<file path="config.mk">
export PLATFORM = sky130hd
export DESIGN_NAME = light_average_hysteresis_levels_flat
export DESIGN_NICKNAME = d
export VERILOG_FILES = /design/src/rtl/lhl_pkg.sv /design/src/rtl/lhl_if.sv /design/src/rtl/lhl_div.sv /design/src/rtl/light_average_hysteresis_levels.sv /design/src/flat_wrapper.sv
export SDC_FILE = /design/constraint.sdc
export NUM_CORES = 1
export LEC_CHECK = 0
export ABC_AREA = 0
export BUFFER_PORTS_ARGS = -buffer_cell sky130_fd_sc_hd__buf_4
export CELL_PAD_IN_SITES_DETAIL_PLACEMENT = 1
export CELL_PAD_IN_SITES_GLOBAL_PLACEMENT = 2
export CORE_UTILIZATION = 40
export DETAILED_ROUTE_END_ITERATION = 12
export GPL_ROUTABILITY_DRIVEN = 0
export GPL_TIMING_DRIVEN = 0
export HOLD_SLACK_MARGIN = 0.1
export PLACE_DENSITY = 0.77
export SYNTH_ARGS = -nofsm -noshare
export SYNTH_HDL_FRONTEND = slang
export SYNTH_SLANG_ARGS = --single-unit
</file>
<file path="constraint.sdc">
create_clock -name clock -period 5.6 [get_ports clock]
set_clock_uncertainty 0.2 [all_clocks]
set_input_delay 1.12 -clock clock [delete_from_list [all_inputs] [get_ports clock]]
set_output_delay 1.12 -clock clock [all_outputs]
set_load 0.005 [all_outputs]
</file>
<file path="src/rtl/lhl_pkg.sv">
// ----------------------------------------------------------------------------
// lhl_pkg
// Shared types, widths and constants for the light average hysteresis block.
// ----------------------------------------------------------------------------
package lhl_pkg;

   localparam int WINDOW   = 50;
   localparam int SAMPLE_W = 12;
   localparam int NUM_REGS = 8;
   localparam int REG_W    = 12;
   localparam int CNT_W    = $clog2(WINDOW + 1);
   localparam int IDX_W    = (WINDOW > 1) ? $clog2(WINDOW) : 1;
   localparam int SUM_W    = SAMPLE_W + CNT_W;
   localparam int STEP_W   = $clog2(SAMPLE_W + 1);
   localparam int CSR_IDX_W = $clog2(NUM_REGS);

   typedef enum logic [CSR_IDX_W-1:0] {
      REG_L3_TO_2_ABOVE = 3'd0,
      REG_L2_TO_3_BELOW = 3'd1,
      REG_L2_TO_1_ABOVE = 3'd2,
      REG_L1_TO_2_BELOW = 3'd3,
      REG_L1_TO_0_ABOVE = 3'd4,
      REG_L0_TO_1_BELOW = 3'd5,
      REG_BLIND_CLOSE   = 3'd6,
      REG_BLIND_OPEN    = 3'd7
   } reg_idx_type;

   localparam logic [REG_W-1:0] THR_RESET [NUM_REGS] = '{
      12'd550, 12'd450, 12'd850, 12'd750, 12'd1250, 12'd1150, 12'd1700, 12'd1200
   };

   typedef logic [REG_W-1:0] thr_type [NUM_REGS];

   localparam logic [1:0] LVL_0 = 2'd0;
   localparam logic [1:0] LVL_1 = 2'd1;
   localparam logic [1:0] LVL_2 = 2'd2;
   localparam logic [1:0] LVL_3 = 2'd3;

   localparam logic [1:0] MOVE_NONE  = 2'd0;
   localparam logic [1:0] MOVE_PLUS  = 2'd1;
   localparam logic [1:0] MOVE_MINUS = 2'd2;

   typedef struct packed {
      logic                start;
      logic [SUM_W-1:0]    dividend;
      logic [CNT_W-1:0]    divisor;
   } div_req_type;

   typedef struct packed {
      logic                done;
      logic [SAMPLE_W-1:0] quotient;
   } div_sts_type;

   function automatic logic [1:0] next_level(input logic [1:0] lvl,
                                             input logic [SAMPLE_W-1:0] avg,
                                             input thr_type thr);
      logic [1:0] nl;
      begin
         nl = lvl;
         unique case (lvl)
            LVL_3: begin
               if (avg > thr[REG_L3_TO_2_ABOVE]) nl = LVL_2;
            end
            LVL_2: begin
               if (avg < thr[REG_L2_TO_3_BELOW]) nl = LVL_3;
               else if (avg > thr[REG_L2_TO_1_ABOVE]) nl = LVL_1;
            end
            LVL_1: begin
               if (avg < thr[REG_L1_TO_2_BELOW]) nl = LVL_2;
               else if (avg > thr[REG_L1_TO_0_ABOVE]) nl = LVL_0;
            end
            LVL_0: begin
               if (avg < thr[REG_L0_TO_1_BELOW]) nl = LVL_1;
            end
            default: nl = lvl;
         endcase
         return nl;
      end
   endfunction

endpackage

</file>
<file path="src/rtl/lhl_if.sv">
// ----------------------------------------------------------------------------
// lhl_if
// Valid/ready channels for light samples and for level results.
// ----------------------------------------------------------------------------
interface lhl_req_if import lhl_pkg::*; ();
   logic                valid;
   logic                ready;
   logic [SAMPLE_W-1:0] light_sample;
   logic                emergency;

   modport source (output valid, output light_sample, output emergency, input ready);
   modport sink (input valid, input light_sample, input emergency, output ready);
endinterface

interface lhl_rsp_if import lhl_pkg::*; ();
   logic                valid;
   logic                ready;
   logic [SAMPLE_W-1:0] average;
   logic [1:0]          led_level;
   logic                blind_state;
   logic [1:0]          blind_move;

   modport source (output valid, output average, output led_level,
                   output blind_state, output blind_move, input ready);
   modport sink (input valid, input average, input led_level,
                 input blind_state, input blind_move, output ready);
endinterface

</file>
<file path="src/rtl/lhl_div.sv">
// ----------------------------------------------------------------------------
// lhl_div
// Restoring divider, one quotient bit per cycle, for sum over sample count.
// ----------------------------------------------------------------------------
module lhl_div import lhl_pkg::*; (
   input  logic        clock,
   input  logic        reset,
   input  div_req_type div_req,
   output div_sts_type div_sts
);

   logic [CNT_W-1:0]    rem_ff, rem_in;
   logic [SAMPLE_W-1:0] quo_ff, quo_in;
   logic [CNT_W-1:0]    den_ff;
   logic [STEP_W-1:0]   cnt_ff;
   logic                busy_ff;
   logic                done_ff;
   logic [CNT_W:0]      trial;
   logic [CNT_W:0]      diff;
   logic                fits;

   // quotient fits in sample width since the average never exceeds a sample
   always_comb begin
      trial  = {rem_ff, quo_ff[SAMPLE_W-1]};
      diff   = trial - {1'b0, den_ff};
      fits   = (trial >= {1'b0, den_ff});
      rem_in = fits ? diff[CNT_W-1:0] : trial[CNT_W-1:0];
      quo_in = {quo_ff[SAMPLE_W-2:0], fits};
   end

   always_ff @(posedge clock) begin
      if (reset) begin
         busy_ff <= 1'b0;
         done_ff <= 1'b0;
         cnt_ff  <= '0;
      end else begin
         done_ff <= busy_ff && (cnt_ff == STEP_W'(1));
         if (div_req.start) begin
            busy_ff <= 1'b1;
            cnt_ff  <= STEP_W'(SAMPLE_W);
         end else if (busy_ff) begin
            cnt_ff <= cnt_ff - STEP_W'(1);
            if (cnt_ff == STEP_W'(1)) busy_ff <= 1'b0;
         end
      end
   end

   always_ff @(posedge clock) begin
      if (div_req.start) begin
         rem_ff <= div_req.dividend[SUM_W-1:SAMPLE_W];
         quo_ff <= div_req.dividend[SAMPLE_W-1:0];
         den_ff <= div_req.divisor;
      end else if (busy_ff) begin
         rem_ff <= rem_in;
         quo_ff <= quo_in;
      end
   end

   assign div_sts.done     = done_ff;
   assign div_sts.quotient = quo_ff;

endmodule

</file>
<file path="src/rtl/light_average_hysteresis_levels.sv">
// ----------------------------------------------------------------------------
// light_average_hysteresis_levels
// Boxcar moving average of light samples with hysteresis LED and blind levels.
// ----------------------------------------------------------------------------
// Flow: a normal sample passes the ring update and sum, the 12-step serial
// divider, 1 to 3 LED steps, the blind step and the output register; an
// emergency sample goes from idle straight to the done state and the output
// register. A new sample is taken only in idle, after the last result is registered.
// Reset clears the state and loads the reset thresholds; the sample ring is not
// cleared, slots past the fill count read as zero.
module light_average_hysteresis_levels import lhl_pkg::*; (
   input  logic                 clock,
   input  logic                 reset,
   lhl_req_if.sink              req,
   lhl_rsp_if.source            rsp,
   input  logic                 csr_we,
   input  logic [CSR_IDX_W-1:0] csr_index,
   input  logic [REG_W-1:0]     csr_wdata
);

   typedef enum logic [5:0] {
      S_IDLE  = 6'b000001,
      S_SUM   = 6'b000010,
      S_DIV   = 6'b000100,
      S_LEVEL = 6'b001000,
      S_BLIND = 6'b010000,
      S_DONE  = 6'b100000
   } state_type;

   state_type           state_ff, state_in;
   thr_type             thr_ff;
   logic [SAMPLE_W-1:0] ring [WINDOW];
   logic [SAMPLE_W-1:0] rd_data_ff;
   logic [SAMPLE_W-1:0] sample_ff;
   logic [SUM_W-1:0]    sum_ff, sum_in;
   logic [IDX_W-1:0]    wr_idx_ff;
   logic [CNT_W-1:0]    filled_ff, filled_in;
   logic [SAMPLE_W-1:0] avg_ff;
   logic [1:0]          level_ff;
   logic                blind_ff;
   logic [1:0]          move_ff;
   logic [1:0]          iter_ff;
   logic [SAMPLE_W-1:0] old_sample;
   logic [1:0]          nl;
   logic                blind_target;
   logic                req_xfer;
   logic                rsp_free;
   logic                rsp_valid_ff;
   logic [SAMPLE_W-1:0] rsp_avg_ff;
   logic [1:0]          rsp_level_ff;
   logic                rsp_blind_ff;
   logic [1:0]          rsp_move_ff;
   div_req_type         div_req;
   div_sts_type         div_sts;

   assign req.ready = (state_ff == S_IDLE);
   assign req_xfer  = req.valid && req.ready;
   assign rsp_free  = !rsp_valid_ff || rsp.ready;

   always_comb begin
      old_sample = (filled_ff < CNT_W'(WINDOW)) ? '0 : rd_data_ff;
      sum_in     = sum_ff - SUM_W'(old_sample) + SUM_W'(sample_ff);
      filled_in  = (filled_ff < CNT_W'(WINDOW)) ? filled_ff + CNT_W'(1) : filled_ff;
      nl         = next_level(level_ff, avg_ff, thr_ff);
      blind_target = blind_ff;
      if (avg_ff > thr_ff[REG_BLIND_CLOSE]) blind_target = 1'b1;
      else if (avg_ff < thr_ff[REG_BLIND_OPEN]) blind_target = 1'b0;
      div_req.start    = (state_ff == S_SUM);
      div_req.dividend = sum_in;
      div_req.divisor  = filled_in;
   end

   always_comb begin
      state_in = state_ff;
      unique case (state_ff)
         S_IDLE: begin
            if (req_xfer) state_in = req.emergency ? S_DONE : S_SUM;
         end
         S_SUM: state_in = S_DIV;
         S_DIV: begin
            if (div_sts.done) state_in = S_LEVEL;
         end
         S_LEVEL: begin
            if (nl == level_ff || iter_ff == 2'd2) state_in = S_BLIND;
         end
         S_BLIND: state_in = S_DONE;
         S_DONE: begin
            if (rsp_free) state_in = S_IDLE;
         end
         default: state_in = S_IDLE;
      endcase
   end

   lhl_div u_div (
      .clock   (clock),
      .reset   (reset),
      .div_req (div_req),
      .div_sts (div_sts)
   );

   // sample ring
   always_ff @(posedge clock) begin
      rd_data_ff <= ring[wr_idx_ff];
      if (state_ff == S_SUM) ring[wr_idx_ff] <= sample_ff;
   end

   always_ff @(posedge clock) begin
      if (reset) begin
         state_ff     <= S_IDLE;
         sum_ff       <= '0;
         wr_idx_ff    <= '0;
         filled_ff    <= '0;
         avg_ff       <= '0;
         level_ff     <= LVL_0;
         blind_ff     <= 1'b0;
         move_ff      <= MOVE_NONE;
         iter_ff      <= '0;
         rsp_valid_ff <= 1'b0;
         for (int i = 0; i < NUM_REGS; i++) thr_ff[i] <= THR_RESET[i];
      end else begin
         state_ff <= state_in;
         if (csr_we) thr_ff[csr_index] <= csr_wdata;
         if (state_ff == S_DONE && rsp_free) rsp_valid_ff <= 1'b1;
         else if (rsp.ready) rsp_valid_ff <= 1'b0;
         unique case (state_ff)
            S_IDLE: begin
               move_ff <= MOVE_NONE;
               iter_ff <= '0;
            end
            S_SUM: begin
               sum_ff    <= sum_in;
               filled_ff <= filled_in;
               wr_idx_ff <= (wr_idx_ff == IDX_W'(WINDOW - 1)) ? '0 : wr_idx_ff + IDX_W'(1);
            end
            S_DIV: begin
               if (div_sts.done) avg_ff <= div_sts.quotient;
            end
            S_LEVEL: begin
               level_ff <= nl;
               iter_ff  <= iter_ff + 2'd1;
            end
            S_BLIND: begin
               blind_ff <= blind_target;
               if (blind_target != blind_ff) move_ff <= blind_target ? MOVE_PLUS : MOVE_MINUS;
            end
            S_DONE: ;
            default: ;
         endcase
      end
   end

   always_ff @(posedge clock) begin
      if (req_xfer) sample_ff <= req.light_sample;
      if (state_ff == S_DONE && rsp_free) begin
         rsp_avg_ff   <= avg_ff;
         rsp_level_ff <= level_ff;
         rsp_blind_ff <= blind_ff;
         rsp_move_ff  <= move_ff;
      end
   end

   assign rsp.valid       = rsp_valid_ff;
   assign rsp.average     = rsp_avg_ff;
   assign rsp.led_level   = rsp_level_ff;
   assign rsp.blind_state = rsp_blind_ff;
   assign rsp.blind_move  = rsp_move_ff;

endmodule

</file>
<file path="src/flat_wrapper.sv">
// flat-port wrapper written by rule: the top's interface ports become plain ports
module light_average_hysteresis_levels_flat import lhl_pkg::*;
  (clock, reset, csr_we, csr_index, csr_wdata, req_valid, req_light_sample, req_emergency, req_ready, rsp_valid, rsp_average, rsp_led_level, rsp_blind_state, rsp_blind_move, rsp_ready);
  lhl_req_if req_i ();
  lhl_rsp_if rsp_i ();
  input  logic clock;
  input  logic reset;
  input  logic csr_we;
  input  logic [CSR_IDX_W-1:0] csr_index;
  input  logic [REG_W-1:0] csr_wdata;
  input wire logic [$bits(req_i.valid)-1:0] req_valid;
  input wire logic [$bits(req_i.light_sample)-1:0] req_light_sample;
  input wire logic [$bits(req_i.emergency)-1:0] req_emergency;
  output wire logic [$bits(req_i.ready)-1:0] req_ready;
  output wire logic [$bits(rsp_i.valid)-1:0] rsp_valid;
  output wire logic [$bits(rsp_i.average)-1:0] rsp_average;
  output wire logic [$bits(rsp_i.led_level)-1:0] rsp_led_level;
  output wire logic [$bits(rsp_i.blind_state)-1:0] rsp_blind_state;
  output wire logic [$bits(rsp_i.blind_move)-1:0] rsp_blind_move;
  input wire logic [$bits(rsp_i.ready)-1:0] rsp_ready;
  assign req_i.valid = req_valid;
  assign req_i.light_sample = req_light_sample;
  assign req_i.emergency = req_emergency;
  assign req_ready = req_i.ready;
  assign rsp_valid = rsp_i.valid;
  assign rsp_average = rsp_i.average;
  assign rsp_led_level = rsp_i.led_level;
  assign rsp_blind_state = rsp_i.blind_state;
  assign rsp_blind_move = rsp_i.blind_move;
  assign rsp_i.ready = rsp_ready;
  light_average_hysteresis_levels u_core (.clock(clock), .reset(reset), .req(req_i), .rsp(rsp_i), .csr_we(csr_we), .csr_index(csr_index), .csr_wdata(csr_wdata));
endmodule
</file>
## Word level (Yosys, flattened, before mapping)

Memory sizes are Yosys's and may differ from the RTL's. A register that Yosys moved wholly into a read port is not among the register bits.
Index checks and enable logic that the tools add are counted.

- Memory bits (writable): 600
- Word-level logic and storage cells: 125
- Register bits after elaboration: 211
- Output and inout bits: 19
- Input port bits: 33
- Memories: 1

Memory list:

| name | depth | bits a word | read ports | clocked after Yosys merged registers in | wr ports | line | text |
|---|---|---|---|---|---|---|---|
| u_core.ring | 50 | 12 | 1 | 1 | 1 | light_average_hysteresis_levels.sv:32 | `logic [SAMPLE_W-1:0] ring [WINDOW];` |

- $add $sub $neg: 7
- Order comparisons: 12
- Mux-type cells: 39
- Reduce and logical (&&, ||, !) cells: 16
- Bitwise operators: 1
- Equality and inequality tests: 19

Operators by type and width:

| cell | count |
|---|---|
| 96-bit bitwise mux | 1 |
| 6-bit two-way mux | 10 |
| 12-bit greater-than comparator | 4 |
| 12-bit less-than comparator | 4 |
| 12-bit two-way mux | 4 |
| 12-bit demux with 3-bit select | 1 |
| 6-bit one-hot mux with 6 select lines | 1 |
| 18-bit by 12-bit adder with 18-bit output | 1 |
| 18-bit by 12-bit subtractor with 18-bit output | 1 |
| 2-bit two-way mux | 8 |
| 6-bit by 1-bit adder with 6-bit output (second input constant) | 2 |
| 6-bit == test (second input constant) | 2 |
| 1-bit two-way mux | 9 |
| 4-bit two-way mux | 2 |
| 2-bit one-hot mux with 2 select lines | 2 |
| 2-bit one-hot mux with 4 select lines | 1 |
| 2-bit nonzero test | 4 |
| 7-bit by 6-bit >= comparator with 1-bit output | 1 |
| 2-bit == test (second input constant) | 3 |
| 6-bit by 1-bit == test with 1-bit output (second input constant) | 1 |
| 6-bit by 2-bit == test with 1-bit output (second input constant) | 1 |
| 6-bit by 3-bit == test with 1-bit output (second input constant) | 1 |
| 6-bit by 4-bit == test with 1-bit output (second input constant) | 1 |
| 6-bit by 5-bit == test with 1-bit output (second input constant) | 1 |
| other kinds (20) | 28 |

## Depth between registers and ports, before layout

Gate-level depths: netlist (run 1).

- Depth in word-level cells: 8
- Gate-level depth with buffers: 18
- Gate-level depth less buffers: 16

## Modules after synthesis

Synthesis (run 1) repeated with hierarchy kept, for this count alone.

- Cells, all modules: 2,508
- Area, all modules: 33,841.2 µm²

Modules (own cells, without submodules):

| module | times used | cells each | sequential area each (µm²) | area an instance (µm²) |
|---|---|---|---|---|
| light_average_hysteresis_levels | 1 | 2,384 | 22,171.3 | 32,279.7 |
| lhl_div | 1 | 124 | 840.8 | 1,561.5 |

## Worst setup path before layout (run 1)

OpenSTA, ideal clock, no wires.

- Path type: reg2reg
- Start point: reg u_core.filled_ff[3]
- End point: reg u_core.sum_ff[16]
- Data required time: 5.305 ns
- Library setup time: 0.095 ns
- Path buffers: 2
- Cell stages (with the launch flop): 17
- Clock period less this slack: 4.103 ns
- Arrival: 3.808 ns
- Slack: 1.497 ns
- Cells stage by stage: dfxtp_1 -> clkbuf_1 -> o311a_1 -> clkbuf_1 -> and2_1 -> fa_1 -> inv_1 -> ha_1 -> nor2b_4 -> o21ai_2 -> a21boi_2 -> o311a_1 -> and3_4 -> o41ai_4 -> o21ai_2 -> or4b_1 -> o311ai_1

- Word-level cells in the longest chain between the ends: 4

Ends and longest elaborated chain:

| item | line | text |
|---|---|---|
| from (decl) | light_average_hysteresis_levels.sv:37 | `logic [CNT_W-1:0] filled_ff, filled_in;` |
| from (signal assigned) | light_average_hysteresis_levels.sv:132 | `filled_ff <= filled_in;` |
| 6-bit less-than comparator | light_average_hysteresis_levels.sv:61 | `old_sample = (filled_ff < CNT_W'(WINDOW)) ? '0 : rd_data_ff;` |
| 12-bit two-way mux | light_average_hysteresis_levels.sv:61 |  |
| 18-bit by 12-bit subtractor with 18-bit output | light_average_hysteresis_levels.sv:62 | `sum_in = sum_ff - SUM_W'(old_sample) + SUM_W'(sample_ff);` |
| 18-bit by 12-bit adder with 18-bit output | light_average_hysteresis_levels.sv:62 |  |
| to (signal assigned) | light_average_hysteresis_levels.sv:131 | `sum_ff <= sum_in;` |
| to (decl) | light_average_hysteresis_levels.sv:35 | `logic [SUM_W-1:0] sum_ff, sum_in;` |

Every way passes these cells.
A chain may end at the register's enable or synchronous reset.

## Final worst setup path (run 1)

- Start point: reg u_core.wr_idx_ff[2]
- End point: mem u_core.ring[25][3], enable pin

RTL lines:

| item | line | text |
|---|---|---|
| from (decl) | light_average_hysteresis_levels.sv:36 | `logic [IDX_W-1:0] wr_idx_ff;` |
| from (signal assigned) | light_average_hysteresis_levels.sv:133 | `wr_idx_ff <= (wr_idx_ff == IDX_W'(WINDOW - 1)) ? '0 : wr_idx_ff + IDX_W'(1);` |
| to (decl) | light_average_hysteresis_levels.sv:32 |  |

Straight into the memory's write port.

==> out/qor.csv, run 1 <==
stage,metric,value,unit
logic_synthesis,sequential share of the synthesized area,67.9,%
floorplanning,Ports,52,
min_path,Worst Hold Class,register to register,
critical_path,crit path cell chain,"buf_2, nor3b_1, clkbuf_1, clkbuf_1, buf_1, nand2_1, nor2_1",
logic_synthesis,Post-synth ARST share,0,%
finish,area taken by flip-flops and latches,23000,sq um
sta,Max Fclk,172,MHz
logic_synthesis,Netlist cell types,73,
sta,fin crit period,5.83,ns
sta,Final Hold Viols,0,
finish,Syn-to-layout area delta,16.1,%
logic_synthesis,Syn Inst Count,2558,
placement,detailed placer's ending HPWL,78500,microns
sta,TNS Setup,-6.37,ns
route,DRC Markers,0,
clock_network,Max Root-Sink Buffers,3,
finish,Layout fillers,8525,
sta,Final setup viols,36,
logic_synthesis,Post-synth EDFFs,653,
sta,RSZ-0062 raised after global routing,yes,
clock_network,Sink Count,823,
route,iteration count of the initial detailed-routing pass,5,
critical_path,largest stage delay on the critical path,1.28,ns
logic_synthesis,largest family of logic cells by synthesized area,compound AO/OA/AOI/OAI gates,
critical_path,Worst R2R Path Depth,7,
critical_path,Worst EP arrival,5.88,ns
critical_path,WP depth,7,
run_status,status,finished with violations,
floorplanning,core area,83800,sq um
critical_path,family with the most delay on the worst path,buffers and inverters,
finish,Non-Filler Instances,3926,
clock_network,Worst-Skew Late Latency,0.68,ns
route,routed length per instance,30.2,microns
global_routing,vias in the first global route,24192,
logic_synthesis,#FFs+latches synth,823,
finish,"Design Area, Final",39300,sq um
finish,area occupied by multi-input gates,9760,sq um
global_routing,first-pass GRT wire length,169000,microns
sta,hold_ws,0.245,ns
sta,Final Worst Setup Slack,-0.226,ns
logic_synthesis,Synth Area in XOR/XNOR,0.672,%
logic_synthesis,Mapped Area,33900,sq um
finish,ratio of cells with drive above 1 in the final layout,9.67,%
floorplanning,Die H,293,microns
critical_path,crit path max fanout,12,
floorplanning,Die X,293,microns
placement,dpl cell area,36300,sq um
route,via count,23527,
clock_network,postcts setup bufs,0,
run_status,failing checks,setup timing,
logic_synthesis,Post-Synth Adder-Cell Area,5.27,%
critical_path,Crit Path Class,register to register,
route,vias per cell,5.99,
sta,Final Max Slew Viols,0,
floorplanning,row count,106,
flow_run,max_cap viols,0,
global_routing,grt total ovfl,0,
critical_path,cell repeated most along the worst path,clkbuf_1,
critical_path,CP Data Required Time,5.65,ns
global_routing,total track usage,27.5,%
route,Post-Route WL,119000,microns
logic_synthesis,syn_nets,2726,
placement,Buffers on Ports,39,
clock_network,clock root cell,clkbuf_16,
logic_synthesis,warnings from Yosys,0,
route,number of DRC markers in iteration 0,2732,
power_and_ir_drop,power density over the cells,350,nW/um^2
critical_path,"Slowest-stage cell, CP",nor2_1,
floorplanning,die area,85900,sq um
logic_synthesis,Synth Area in Compound Gates,13.7,%
clock_network,CTS tree,yes,
clock_network,htree depth,3,
logic_synthesis,prevailing post-synth register cell,edfxtp_1,
global_routing,initial antenna violation count,2,
placement,Post-Place Cells,3764,
finish,final net count,2890,
sta,Worst Tran Pin Value,1.46,ns
clock_network,"Hold-fix buffers, CTS",0,
logic_synthesis,mux share of post-synthesis cell area,0.653,%
clock_network,"Clk pin slew, worst setup/hold paths",0.06,ns
clock_network,TritonCTS Buffers,87,
sta,part of the cycle the worst path needs,104,%
sta,Max-slew headroom,2.62,%
min_path,Worst Hold Depth,0,
critical_path,WP buf/inv,4,
logic_synthesis,Avg Inst Size Synth,13.3,sq um
critical_path,crit path launch type,register,
route,Antenna Nets Post-Route,0,
power_and_ir_drop,maximum vdd drop,325,uV
floorplanning,Initial Util,40.4,%
critical_path,Crit. End Element,register,
global_routing,largest net degree at the start of global routing,33,
power_and_ir_drop,Lkg Pwr,13.5,nW
logic_synthesis,post-synthesis simple-gate area fraction,8.25,%
==> through the flow <==
stage | setup slack [ns] | power [mW] | util (%)
after floorplan | 1.50 | 7.49 | -
after global placement | -0.233 | 7.83 | 42.5
after detailed placement | -0.0493 | 7.97 | 43.4
after CTS | 0.00122 | 13.8 | 46.9
after global routing | -0.163 | 14.1 | 46.9
final | -0.226 | 13.8 | 46.9
==> final cells by class <==
cell class	instances	area share (%)
timing repair buffer	75	2.59
antenna	1	0.00636
tap	1134	3.61
multi-input combinational	1422	24.8
clock buffer	117	6.09
clock inverter	41	1.37
buffer	138	1.39
inverter	175	1.67
sequential	823	58.5
==> worst register-to-register path, stage by stage, from the launching register on <==
cell and delay, ns:
dfxtp_1 0.31, buf_2 0.19, nor3b_1 0.19, clkbuf_1 0.79, clkbuf_1 0.96, buf_1 0.82, nand2_1 0.69, nor2_1 1.28
==> kinds of logic after synthesis <==
| logic type | count (synthesis) |
|---|---|
| adder cells (fa/ha/maj) | 135 |
| multiplexers | 22 |
| AND/OR/NAND/NOR | 582 |
| AO/OA/AOI/OAI | 657 |
| flip-flops | 823 |
| XOR/XNOR | 26 |
| buffers and inverters | 313 |
==> timing repair <==
| action | 4_1_cts | 5_1_grt |
|---|---|---|
| hold endpoints to repair | 0 | 0 |
| setup endpoints to repair | 0 | 96 |
| gates resized for setup | 0 | 5 |
==> worst paths after layout <==
path / start / endpoint / slack, ns
max: u_core.wr_idx_ff[2] / u_core.ring[25][3] / -0.23
min: u_core.move_ff[0] / u_core.rsp.blind_move[0] / 0.24
max reg2reg: u_core.wr_idx_ff[2] / u_core.ring[25][3] / -0.23
min reg2reg: u_core.move_ff[0] / u_core.rsp.blind_move[0] / 0.24
==> layout by cell type, fill, tap and decap left out, drive strengths merged, types with 21 or more instances in the layout <==
cell / netlist / layout
a211o: 36 / 36
a21oi: 138 / 138
a221oi: 50 / 50
a22o: 47 / 47
a22oi: 196 / 196
buf: 38 / 113
clkbuf: 100 / 217
clkinv: 1 / 29
dfxtp: 170 / 170
edfxtp: 653 / 653
ha: 122 / 122
inv: 174 / 175
mux2i: 21 / 21
nand2: 178 / 178
nand4: 58 / 58
nor2: 179 / 179
nor3: 21 / 21
o21ai: 74 / 74
or3: 22 / 22
==> routing by layer <==
metal	vias to the layer above	part of all wire [%]	GRT usage [%]
met2	1142	47	45.2
met3	293	8.5	5.36
met1	12063	40	35.6
li1	10027	-	-
met4	2	4.4	11.7
met5	-	0.011	0
==> cells in the mapped netlist (all sizes together) (5+ instances only) <==
master	number	share of area, %
edfxtp	653	58
a22oi	196	4.3
nor2	179	2.0
nand2	178	2.0
inv	174	1.9
dfxtp	170	10
a21oi	138	2.0
ha	122	4.5
clkbuf	100	1.1
o21ai	74	1.1
nand4	58	1.1
a221oi	50	1.3
a22o	47	1.2
buf	38	0.47
a211o	36	0.93
or3	22	0.41
mux2i	21	0.62
nor3	21	0.34
nand3	19	0.28
o211ai	19	0.42
nand2b	17	0.31
nor2b	16	0.32
a31oi	15	0.28
xnor2	15	0.39
a211oi	14	0.32
a21o	14	0.31
and2	14	0.26
fa	13	0.77
nand4b	13	0.34
nand3b	12	0.27
xor2	11	0.28
a32oi	8	0.21
and3	8	0.16
nor3b	7	0.16
nor4	7	0.13
o21a	7	0.16
a21boi	6	0.14
a41o	5	0.15
==> power breakdown <==
part | switching (mW) | internal [mW]
logic | 0.657 | 0.357
registers | 0.0851 | 6.76
clock network | 2.56 | 3.37
==> sequential cells by signal, indices dropped and copies added (netlist names), 4 cells and up <==
| signal | cells |
|---|---|
| u_core.rd_data_ff | 12 |
| u_core.wr_idx_ff | 6 |
| u_core.state_ff | 6 |
| u_core.u_div.den_ff | 6 |
| u_core.rsp.average | 12 |
| u_core.u_div.cnt_ff | 4 |
| u_core.sample_ff | 12 |
| u_core.u_div.quo_ff | 12 |
| u_core.u_div.rem_ff | 6 |
| u_core.avg_ff | 12 |
| u_core.thr_ff | 96 |
| u_core.sum_ff | 18 |
| u_core.ring | 600 |
| u_core.filled_ff | 6 |
Note: power is estimated with default switching activity, not from simulation.
==> run 2: changes to the inputs <==
Settings changed: CELL_PAD_IN_SITES_DETAIL_PLACEMENT 1 to 0, CELL_PAD_IN_SITES_GLOBAL_PLACEMENT 2 to 1, CORE_UTILIZATION 40 to 45, PLACE_DENSITY 0.77 to 0.75.
==> out/qor.csv, run 2 (synthesis results as in run 1) <==
stage,metric,value,unit,change
run_status,status,finished with violations,,
run_status,failing checks,setup timing,,
sta,Max Fclk,170,MHz,-0.77%
sta,TNS Setup,-6.51,ns,-0.140 ns
clock_network,postcts setup bufs,0,,unchanged
sta,Worst Tran Pin Value,1.45,ns,-0.0101 ns
placement,dpl ws,-0.0113,ns,+0.0380 ns
route,Post-Route WL,106000,microns,-10%
critical_path,largest stage delay on the critical path,1.24,ns,-0.04 ns
clock_network,Max Root-Sink Buffers,3,,unchanged
critical_path,family with the most delay on the worst path,buffers and inverters,,
finish,"commonest non-fill, non-tap cell in the layout",edfxtp_1,,
critical_path,Worst EP arrival,5.92,ns,+0.04 ns
power_and_ir_drop,maximum vdd drop,253,uV,-22%
clock_network,TritonCTS Buffers,86,,-1.1%
sta,fin crit period,5.87,ns,+0.0450 ns
placement,Buffers on Ports,39,,unchanged
clock_network,htree depth,3,,unchanged
route,via count,23283,,-1.0%
clock_network,CTS tree,yes,,
critical_path,crit path max fanout,12,,unchanged
critical_path,"Slowest-stage cell, CP",nor2_1,,
finish,biggest registers after layout,"u_core.ring x600, u_core.thr_ff x96, u_core.sum_ff x18",,
sta,RSZ-0062 raised after global routing,yes,,
clock_network,clock root cell,clkbuf_16,,
finish,Syn-to-layout area delta,14.7,%,
sta,Max-slew headroom,3.30,%,+0.68 points
route,number of DRC markers in iteration 0,3004,,+10%
global_routing,M1 GR Usage,35.0,%,-0.57 points
global_routing,vias in the first global route,22097,,-8.7%
global_routing,initial antenna violation count,2,,unchanged
finish,final net count,2885,,-0.17%
global_routing,met2 GRT Util,43.5,%,-1.8 points
global_routing,met3 usage,6.98,%,+1.6 points
floorplanning,Die X,276,microns,-5.7%
finish,ratio of cells with drive above 1 in the final layout,9.24,%,-0.44 points
critical_path,CP Data Required Time,5.65,ns,about the same
critical_path,Crit Path Class,register to register,,
global_routing,largest net degree at the start of global routing,33,,unchanged
sta,Final Hold Viols,0,,unchanged
finish,Largest register FFs,600,,unchanged
route,routed length per instance,28.3,microns,-6.3%
floorplanning,die area,76400,sq um,-11%
clock_network,"Clk pin slew, worst setup/hold paths",0.06,ns,about the same
finish,Biggest register,u_core.ring,,
floorplanning,Initial Util,45.5,%,+5.1 points
critical_path,WP buf/inv,4,,unchanged
floorplanning,Die H,276,microns,-5.7%
power_and_ir_drop,Lkg Pwr,13.4,nW,-0.69%
critical_path,Crit. End Element,register,,
route,Antenna Nets Post-Route,0,,unchanged
finish,most frequent cells in the layout,"653 x edfxtp_1, 196 x a22oi_1, 178 x nand2_1, 174 x inv_1, 170 x dfxtp_1",,
critical_path,crit path cell chain,"buf_2, and3_1, clkbuf_1, clkbuf_1, buf_1, nand2_1, nor2_1",,
clock_network,"Hold-fix buffers, CTS",0,,unchanged
sta,Final Max Slew Viols,0,,unchanged
placement,detailed placer's ending HPWL,69600,microns,-11%
sta,part of the cycle the worst path needs,105,%,+0.80 points
global_routing,first-pass GRT wire length,151000,microns,-11%
route,DRC Markers,0,,unchanged
critical_path,crit path launch type,register,,
clock_network,Sink Count,823,,unchanged
global_routing,total track usage,27.3,%,-0.28 points
floorplanning,row count,100,,-5.7%
floorplanning,Ports,52,,unchanged
min_path,Worst Hold Class,register to register,,
route,vias per cell,6.20,,+3.5%
power_and_ir_drop,power density over the cells,347,nW/um^2,-0.92%
floorplanning,core area,74400,sq um,-11%
route,iteration count of the initial detailed-routing pass,6,,+1
critical_path,FF-to-FF setup slack,-0.27,ns,-0.05 ns
flow_run,max_cap viols,0,,unchanged
sta,Final setup viols,36,,unchanged
global_routing,grt total ovfl,0,,unchanged
sta,Final Worst Setup Slack,-0.271,ns,-0.0450 ns
power_and_ir_drop,total chip power,13.5,mW,-2.1%
critical_path,cell repeated most along the worst path,clkbuf_1,,
clock_network,Worst-Skew Late Latency,0.66,ns,-0.02 ns
global_routing,busiest grt layer,met2,,
## run 2: path summary, 6_finish.rpt
path,startpoint,to,depth (start not counted)
hold reg to reg,u_core.move_ff[0],u_core.rsp.blind_move[0],0
setup reg to reg,u_core.wr_idx_ff[0],u_core.ring[21][10],7
setup / recovery,u_core.wr_idx_ff[0],u_core.ring[21][10],7
hold / removal,u_core.move_ff[0],u_core.rsp.blind_move[0],0
## run 2: metrics by stage
stage	instance area, sq um	utilization, %	hold WS [ns]	std cells
after floorplan	33900	-	0.208	2558
after global placement	35400	47.6	0.222	3566
after detailed placement	36000	48.4	0.222	3593
after CTS	38800	52.1	0.237	3746
after global routing	38900	52.2	0.242	3751
final	38900	52.2	0.241	3753
## run 2: routing by layer
layer / vias up / share of wire, %
li1: 10028 / -
met1: 11598 / 38
met2: 1386 / 46
met3: 271 / 11
met4: 0 / 4.5
met5: - / 0
## run 2: cell type report
| class | instances | area [sq um] |
|---|---|---|
| Buffer | 138 | 546 |
| Fill cell | 6172 | 35600 |
| Timing Repair Buffer | 71 | 912 |
| Antenna cell | 2 | 5.00 |
| Clock buffer | 105 | 2300 |
| Multi-Input combinational cell | 1422 | 9750 |
| Tap cell | 969 | 1210 |
| Sequential cell | 823 | 23000 |
| Clock inverter | 48 | 490 |
| Inverter | 175 | 657 |
## run 2: what timing repair did
item,4_1_cts,5_1_grt
pin swaps,0,0
gates resized for setup,1,1
endpoints found under the setup margin,12,36
## run 2: worst register-to-register path, cell delays in order (launching register included)
cell and delay [ns]:
dfxtp_1 0.44, buf_2 0.31, and3_1 0.20, clkbuf_1 0.67, clkbuf_1 1.01, buf_1 0.82, nand2_1 0.59, nor2_1 1.24
## run 2: report_power, final
part,switching (mW),leakage (nW),internal [mW]
logic,0.609,4.76,0.345
registers,0.0890,7.28,6.76
clock network,2.44,1.36,3.25
==> run 3: changes to the inputs <==
Settings changed: CORE_UTILIZATION 45 to 40, GPL_TIMING_DRIVEN 0 to 1, PLACE_DENSITY 0.75 to 0.68.
Clock period 5.6 ns to 5.8 ns, I/O delays scaled along.
==> out/qor.csv, run 3 (synthesis results as in run 1) <==
stage,metric,value,unit,change
sta,Max-slew headroom,26.2,%,+23 points
route,routed length per instance,23.3,microns,-18%
finish,ratio of cells with drive above 1 in the final layout,11.3,%,+2.0 points
global_routing,largest net degree at the start of global routing,89,,+170%
sta,Max Fclk,218,MHz,+28%
clock_network,Max Root-Sink Buffers,3,,unchanged
critical_path,Crit Path Class,register to register,,
clock_network,CTS tree,yes,,
route,DRC Markers,0,,unchanged
clock_network,TritonCTS Buffers,87,,+1.2%
finish,Biggest register,u_core.ring,,
clock_network,htree depth,3,,unchanged
route,vias per cell,5.60,,-9.7%
placement,Buffers on Ports,51,,+31%
sta,Final Max Slew Viols,0,,unchanged
floorplanning,Die X,293,microns,+6.0%
finish,most frequent cells in the layout,"653 x edfxtp_1, 196 x a22oi_1, 178 x nand2_1, 178 x nor2_1, 174 x inv_1",,
floorplanning,Ports,52,,unchanged
route,iteration count of the initial detailed-routing pass,6,,unchanged
placement,dpl cell area,36000,sq um,about the same
finish,biggest registers after layout,"u_core.ring x600, u_core.thr_ff x96, u_core.sum_ff x18",,
power_and_ir_drop,Lkg Pwr,13.5,nW,+0.76%
global_routing,first-pass GRT wire length,135000,microns,-10%
flow_run,max_cap viols,0,,unchanged
critical_path,crit path max fanout,15,,+3
finish,Largest register FFs,600,,unchanged
global_routing,vias in the first global route,21396,,-3.2%
global_routing,total track usage,21.0,%,-6.3 points
clock_network,Sink Count,823,,unchanged
critical_path,"Slowest-stage cell, CP",fa_1,,
global_routing,grt total ovfl,0,,unchanged
clock_network,"Clk pin slew, worst setup/hold paths",0.06,ns,about the same
critical_path,WP buf/inv,1,,-3
route,Antenna Nets Post-Route,0,,unchanged
clock_network,"Hold-fix buffers, CTS",0,,unchanged
critical_path,Crit. End Element,register,,
power_and_ir_drop,maximum vdd drop,213,uV,-16%
floorplanning,Initial Util,40.4,%,-5.1 points
power_and_ir_drop,power density over the cells,330,nW/um^2,-5.1%
global_routing,initial antenna violation count,0,,-2
clock_network,clock root cell,clkbuf_16,,
floorplanning,row count,106,,+6.0%
finish,Syn-to-layout area delta,14.5,%,
floorplanning,core area,83800,sq um,+13%
sta,Final setup viols,0,,-100%
critical_path,crit path cell chain,"o311a_1, and2_1, fa_1, inv_1, ha_1, a211oi_1, o211ai_1, a311oi_1, o21ai_0, a21oi_1, a21oi_1, xnor2_1, xnor2_1, o21ai_0",,
finish,Antenna Diode Count,0,,-2
sta,Worst Tran Pin Value,1.10,ns,-0.341 ns
clock_network,postcts setup bufs,0,,unchanged
finish,Layout fillers,7466,,+21%
floorplanning,die area,85900,sq um,+12%
sta,fin crit period,4.58,ns,-1.29 ns
finish,"commonest non-fill, non-tap cell in the layout",edfxtp_1,,
min_path,Worst Hold Class,register to register,,
route,number of DRC markers in iteration 0,2088,,-30%
sta,Final Worst Setup Slack,1.22,ns,+1.49 ns
finish,"Design Area, Final",38800,sq um,-0.14%
placement,detailed placer's ending HPWL,53800,microns,-23%
critical_path,largest stage delay on the critical path,0.60,ns,-0.64 ns
critical_path,Worst EP arrival,4.75,ns,-1.17 ns
clock_network,Worst-Skew Late Latency,0.64,ns,-0.02 ns
critical_path,family with the most delay on the worst path,compound AO/OA/AOI/OAI gates,,
critical_path,crit path launch type,register,,
floorplanning,Die H,293,microns,+6.0%
sta,TNS Setup,0,ns,+6.51 ns
route,via count,21646,,-7.0%
sta,Final Hold Viols,0,,unchanged
finish,Non-Filler Instances,3864,,+3.0%
finish,final net count,2832,,-1.8%
sta,RSZ-0062 raised after global routing,no,,
sta,part of the cycle the worst path needs,79.0,%,-26 points
sta,hold_ws,0.240,ns,-0.00116 ns
finish,fin util,46.3,%,-5.9 points
clock_network,post_cts resized,0,,-1
critical_path,CP Data Required Time,5.97,ns,+0.32 ns
run_status,status,finished clean,,
placement,Post-Place Cells,3709,,+3.2%
power_and_ir_drop,total chip power,12.8,mW,-5.2%
placement,dpl ws,1.22,ns,+1.23 ns
route,Post-Route WL,90200,microns,-15%
run 3: changes by cell type in the layout (fill, tap and decap cells not counted), moves of 4 or more:
cell / previous run / this run
clkbuf_1: 104 / 16
buf_12: 0 / 4
clkinv_2: 13 / 9
clkbuf_2: 10 / 0
buf_8: 9 / 0
bufinv_16: 7 / 2
buf_2: 9 / 0
nor2_1: 161 / 178
buf_1: 28 / 0
buf_16: 15 / 0
buf_4: 45 / 151
nor2_2: 18 / 0
clkbuf_8: 3 / 10
run 3: final timing paths:
kind | slack, ns | start | to | cells after the start
setup / recovery | 1.22 | u_core.filled_ff[2] | u_core.u_div.rem_ff[5] | 14
hold / removal | 0.24 | u_core.move_ff[0] | u_core.rsp.blind_move[0] | 0
setup reg to reg | 1.22 | u_core.filled_ff[2] | u_core.u_div.rem_ff[5] | 14
hold reg to reg | 0.24 | u_core.move_ff[0] | u_core.rsp.blind_move[0] | 0
run 3: final cells by class:
cell class	count	area, sq um	share of cell area [%]
well taps	1134	1420	3.65
clock buffers	116	2450	6.31
multi-input cells	1422	9730	25.1
clock inverters	39	345	0.889
flip-flops and latches	823	23000	59.3
repair buffers	155	1210	3.13
inverters	175	657	1.69
run 3: routing by layer:
metal | part of all wire (%) | vias up | GRT usage, %
met4 | 2.3 | 0 | 6.09
met2 | 48 | 716 | 34.8
met1 | 44 | 10893 | 28.5
met5 | 0 | - | 0
met3 | 6.4 | 128 | 3.16
li1 | - | 9909 | -
run 3: power breakdown:
group | total (mW) | switching [mW] | internal [mW]
clock | 5.39 | 2.32 | 3.07
combinational | 0.845 | 0.579 | 0.266
sequential | 6.56 | 0.0313 | 6.53
